`src/sv/crossfade_wavetable_mixer_top_defines.svh`:
```
// ----------------------------------------------------------------------------
// Crossfade wavetable mixer - assertion macros
// Shared property wrappers, clocked on clk and quiet during reset.
// ----------------------------------------------------------------------------
`ifndef CROSSFADE_WAVETABLE_MIXER_TOP_DEFINES_SVH
`define CROSSFADE_WAVETABLE_MIXER_TOP_DEFINES_SVH

// same-cycle implication
`define CWM_ASSERT_NOW(lbl, ante, cons, msg) \
	lbl: assert property (@(posedge clk) disable iff (!arst_n) (ante) |-> (cons)) \
		else $error(msg);

// next-cycle implication
`define CWM_ASSERT_NXT(lbl, ante, cons, msg) \
	lbl: assert property (@(posedge clk) disable iff (!arst_n) (ante) |=> (cons)) \
		else $error(msg);

`endif

```
`src/sv/cwm_pkg.sv`:
```
// ----------------------------------------------------------------------------
// cwm_pkg
// Types and constants shared by the mixer controller, datapath and top.
// ----------------------------------------------------------------------------
package cwm_pkg;

	localparam int SAMPLE_W = 16;
	localparam int MASTER_W = 11;
	localparam int LEVEL_W  = 10;
	localparam int POS_W    = 10;
	localparam int LEN_W    = 11;
	localparam int CODE_W   = 12;
	localparam int SCALED_W = 14;
	localparam int PROD_W   = SAMPLE_W + MASTER_W + 1;
	localparam int RECIP_W  = 21;
	localparam int RECIP_SHIFT = 27;

	localparam logic [1:0] REQ_TICK   = 2'd0;
	localparam logic [1:0] REQ_SELECT = 2'd1;
	localparam logic [1:0] REQ_LOAD   = 2'd2;

	localparam logic [LEVEL_W-1:0] LEVEL_CEIL = 10'd1000;
	localparam logic [CODE_W-1:0]  CODE_MAX   = 12'd4095;
	// ceil(2^27 / 125): x/16000 = ((x >> 7) * RECIP_MULT) >> 27, exact below 2^20
	localparam logic [RECIP_W-1:0] RECIP_MULT = 21'd1073742;

	typedef struct packed {
		logic start;
		logic rd;
		logic mul;
		logic scl;
		logic acc;
		logic next;
		logic div_start;
		logic div_step;
		logic out_load;
	} cmd_t;

	typedef struct packed {
		logic mix_go;
		logic voice_act;
		logic last_voice;
		logic div_last;
		logic out_free;
	} sts_t;

endpackage

```
`src/sv/cwm_ctrl.sv`:
```
// ----------------------------------------------------------------------------
// cwm_ctrl
// Mixing-tick sequencer: per-voice read/mul/scale/accumulate, divide, output.
// ----------------------------------------------------------------------------
module cwm_ctrl (
	input  logic          clk,
	input  logic          arst_n,
	input  logic          req_valid,
	output logic          req_stall,
	input  cwm_pkg::sts_t sts,
	output cwm_pkg::cmd_t cmd
);

	typedef enum logic [2:0] {
		S_IDLE, S_RD, S_MUL, S_SCL, S_ACC, S_DVI, S_DIV, S_OUT
	} state_t;

	state_t state_q, state_nx;
	logic   stall_q;

	assign req_stall = stall_q;

	always_comb begin
		cmd      = '0;
		state_nx = state_q;
		unique case (state_q)
			S_IDLE: begin
				if (req_valid && sts.mix_go) begin
					cmd.start = 1'b1;
					state_nx  = S_RD;
				end
			end
			S_RD: begin
				if (sts.voice_act) begin
					cmd.rd   = 1'b1;
					state_nx = S_MUL;
				end else if (sts.last_voice) begin
					state_nx = S_DVI;
				end else begin
					cmd.next = 1'b1;
				end
			end
			S_MUL: begin
				cmd.mul  = 1'b1;
				state_nx = S_SCL;
			end
			S_SCL: begin
				cmd.scl  = 1'b1;
				state_nx = S_ACC;
			end
			S_ACC: begin
				cmd.acc  = 1'b1;
				cmd.next = !sts.last_voice;
				state_nx = sts.last_voice ? S_DVI : S_RD;
			end
			S_DVI: begin
				cmd.div_start = 1'b1;
				state_nx      = S_DIV;
			end
			S_DIV: begin
				cmd.div_step = 1'b1;
				if (sts.div_last)
					state_nx = S_OUT;
			end
			S_OUT: begin
				if (sts.out_free) begin
					cmd.out_load = 1'b1;
					state_nx     = S_IDLE;
				end
			end
			default: state_nx = S_IDLE;
		endcase
	end

	always_ff @(posedge clk or negedge arst_n) begin
		if (!arst_n) begin
			state_q <= S_IDLE;
			stall_q <= 1'b0;
		end else begin
			state_q <= state_nx;
			stall_q <= (state_nx != S_IDLE);
		end
	end

endmodule

```
`config.mk`:
```
export PLATFORM = sky130hd
export DESIGN_NAME = cwm_ctrl
export DESIGN_NICKNAME = d
export VERILOG_FILES = /design/src/sv/crossfade_wavetable_mixer_top_defines.svh /design/src/sv/cwm_pkg.sv /design/src/sv/cwm_ctrl.sv
export SDC_FILE = /design/constraint.sdc
export NUM_CORES = 1
export LEC_CHECK = 0
export BUFFER_PORTS_ARGS = -buffer_cell sky130_fd_sc_hd__buf_2
export CAP_MARGIN = 15
export CELL_PAD_IN_SITES_DETAIL_PLACEMENT = 1
export CELL_PAD_IN_SITES_GLOBAL_PLACEMENT = 2
export CORE_MARGIN = 2
export CORE_UTILIZATION = 22
export DETAILED_ROUTE_END_ITERATION = 10
export PLACE_DENSITY = 0.73
export SLEW_MARGIN = 0
export SYNTH_ARGS = -nofsm -noshare
export SYNTH_HDL_FRONTEND = slang
export SYNTH_SLANG_ARGS = --single-unit
```
`constraint.sdc`:
```
create_clock -name clk -period 1.9 [get_ports clk]
set_input_delay 0.095 -clock clk [delete_from_list [all_inputs] [get_ports clk]]
set_output_delay 0.095 -clock clk [all_outputs]
set_load 0.03 [all_outputs]
```
# After elaboration in Yosys (flattened, before gate mapping)
# Index checks and enable logic that the tools add are counted.
# totals
reg_bits	4
inputBits	8
out_inout_bits	10
# op_classes
n_eq_ne	7
mux	21
reduce_logical	4
# ops
operator	n
case mux 3 bit (8 select lines)	1
two-way mux 3 bit	6
two-way mux 1 bit	13
== test 3 bit, second input constant	4
== test 3 x 2 -> 1 bit, second input constant	2
== test 3 x 1 -> 1 bit, second input constant	1
logical NOT 3 bit	1
nonzero test 3 bit	1
case mux 1 bit (2 select lines)	1
logical AND 1 bit	1
logical NOT 1 bit	1

# Longest topological paths before layout
# logic_depth
depth_word	4
depth_mapped	4

# Worst setup path before layout
# OpenSTA, ideal clock, no wires.
# synth_path
path_type	register to output
start	reg state_q[2]
end	out cmd[3] in the netlist's numbering
t_arrival_ps	1435
required_time_ps	1805
slack_ps	370
stages_incl_launch_ff	5
n_path_buf	1
path_cell_list	dfrtp_1 buf_6 nor3b_1 a21oi_1 nor3_1
# synth_rtl
element	line	text
start, declared	cwm_ctrl.sv:18	state_t state_q, state_nx;
start signal, assigned	cwm_ctrl.sv:80	state_q <= state_nx;
end, declared	cwm_ctrl.sv:11	output cwm_pkg::cmd_t cmd

==> flow_summary.ini <==
[setup_path]
start_kind = flip-flop
r2r-start = state_q[2]
startpoint = state_q[2]
end_kind = primary output
cp.arrival_ns = 1.41
cp_cell_sequence = nor3b_1 > a21oi_1 > nor3_1 > buf_2
ff2ff_setup_slack_ns = 0.52
crit_required_ns = 1.80
critPathSlowestCell = dfrtp_1
crit_type = flip-flop to primary output
critPathMaxFanout = 15
max_stage_delay_ns = 0.52

[sta]
fmax_ghz = 0.666
slew_viol_final = 0
period_share_pct = 79.0
setup_viol = 0
rsz0062_at_grt = no
period_needed_ns = 1.50
fin_skew_ns = 0.00106
relSlewSlack_pct = 71.6
tightest_slew_ns = 0.427
hold_viol_final = 0
tns_ns = 0

[synth]
synth_seq_area_share_pct = 30.7
synthCells = 39
synth_fp_nets = 47
synth_seq_cells = 4
syn_area_per_cell_um2 = 8.37
synth_top_area_cell = dfrtp_1
yosysTopAreaCellShare_pct = 30.7
synth.area.top_cells = dfrtp_1 (31%), buf_6 (10%), and3_1 (7.7%), nor3_1 (4.6%), a221oi_2 (4.6%)
ys_warn_count = 0
syn-cell-area_um2 = 327
yosysUniqueCellTypes = 19

[routing]
first_iter_violations = 4
dr_total_vias = 335
dr.pass1.iters = 4
antenna_left = 0
routedWlPerCell_um = 11.5
drc_errors = 0
via_per_inst = 4.65
drt_wl_total_um = 830

[min_path]
worstHoldPathType = input pin to async pin

[clock_tree]
ctsHoldBuffers = 1
cts_resized = 0
cts_tree = built
clock-sinks = 4
cts_made_buffers = 3
clock_latency_ns = 0.23
cts_setup_buffers = 0
cts_buffer_depth = 2
cts.clk_slew.worst_paths_ns = 0.04
clock-root-buffer = clkbuf_4
htree_levels = 1

[die]
die_width_um = 42.5
die_y_um = 42.5
fp-row-count = 13
core_area_mm2 = 0.00135
dieArea_mm2 = 0.00181
initial_core_util_pct = 24.2
io_pins = 18

[global_route]
grt_overflow = 0
grt_pass1_wl_um = 1320
grt_max_degree = 16
grt_usage_pct = 9.98
antenna_found_initial = 0
grt_pass1_vias = 312

[layout]
final_common_cell = buf_2
layout_common_cells = buf_2 (17), inv_1 (4), and3_1 (4), nor2_1 (4), dfrtp_1 (4)
antenna-diode-count = 0
area_growth_pct = 31.4
fin_nets = 67
drive_above_1_share_pct = 38.6

[flow_run]
timing.max_cap.violations = 0

[placed_design]
io_buffers = 17
gp_congestion = 0.756

[power_and_ir_drop]
leakagePower_nw = 0.233
power.total_mw = 0.782
powerDensity_mw_per_mm2 = 1820
ir_drop_mv = 0.370

[outcome]
status = finished clean
## per-stage QoR
step                      util [%]  instance area (µm²)  hold WS, ns  worst slack [ns]  cells
final                         31.8                  429        0.216             0.399     72
after global routing          31.8                  429        0.241             0.291     72
after CTS                     31.8                  429        0.193             0.381     72
after detailed placement      29.4                  397       -0.100             0.533     68
after global placement        29.4                  397       -0.100             0.558     68
after floorplan                  -                  327       -0.201             0.370     39
## cell type report
class,instances,area (µm²)
fillers,178,921
multi-input cells,28,178
flip-flops and latches,4,100
repair buffers,18,95.1
clock buffers,3,22.5
well taps,15,18.8
inverters,4,15.0
## cells by family (layout without fill, tap and decap cells)
logic type             Yosys count  in the layout  synth area share, %
and+or+nand+nor                 21             21                 36.8
AOI/OAI and AO/OA                7              7                 17.6
buffers and inverters            7             25                 14.9
DFF                              4              4                 30.7
## worst paths after layout
check | endpoint | depth (start not counted)
worst min register to register | state_q[1] | 3
worst max-delay path | cmd[3] | 4
min in group clk | state_q[1] | 4
worst min-delay path | req_stall | 2
worst max register to register | req_stall | 3
max in group asynchronous | state_q[1] | 2
## flip-flops by register name, summed over array words and instances, names as in the netlist
register,flops
state_q,3
req_stall,1
## report_power, final
group / total [mW] / switching [mW] / internal (mW)
combinational: 0.451 / 0.287 / 0.164
clock: 0.103 / 0.0325 / 0.0705
sequential: 0.228 / 0.0996 / 0.128
## cell usage after synthesis, drive strengths merged
cell    number
and3         4
dfrtp        4
inv          4
nor2         4
buf          3
nor3         3
a21oi        2
and2         2
nand2        2
nand2b       2
o21ai        2
a221o        1
a221oi       1
and4         1
and4b        1
nor2b        1
nor3b        1
o221ai       1
## routing by layer
metal	up-vias	routed length, µm	global-route usage (%)
li1	174	-	-
met1	153	389	11.9
met2	8	401	15.1
met3	0	39	2.59
met4	0	0	7.50
met5	-	0	0
## worst max-delay path: cells and delay by family, from the launching register on
kind / cells / cell delay (ns)
DFF: 1 / 0.52
and+or+nand+nor: 2 / 0.38
buffers and inverters: 1 / 0.22
AOI/OAI and AO/OA: 1 / 0.06
(Power assumes the default switching activity.)
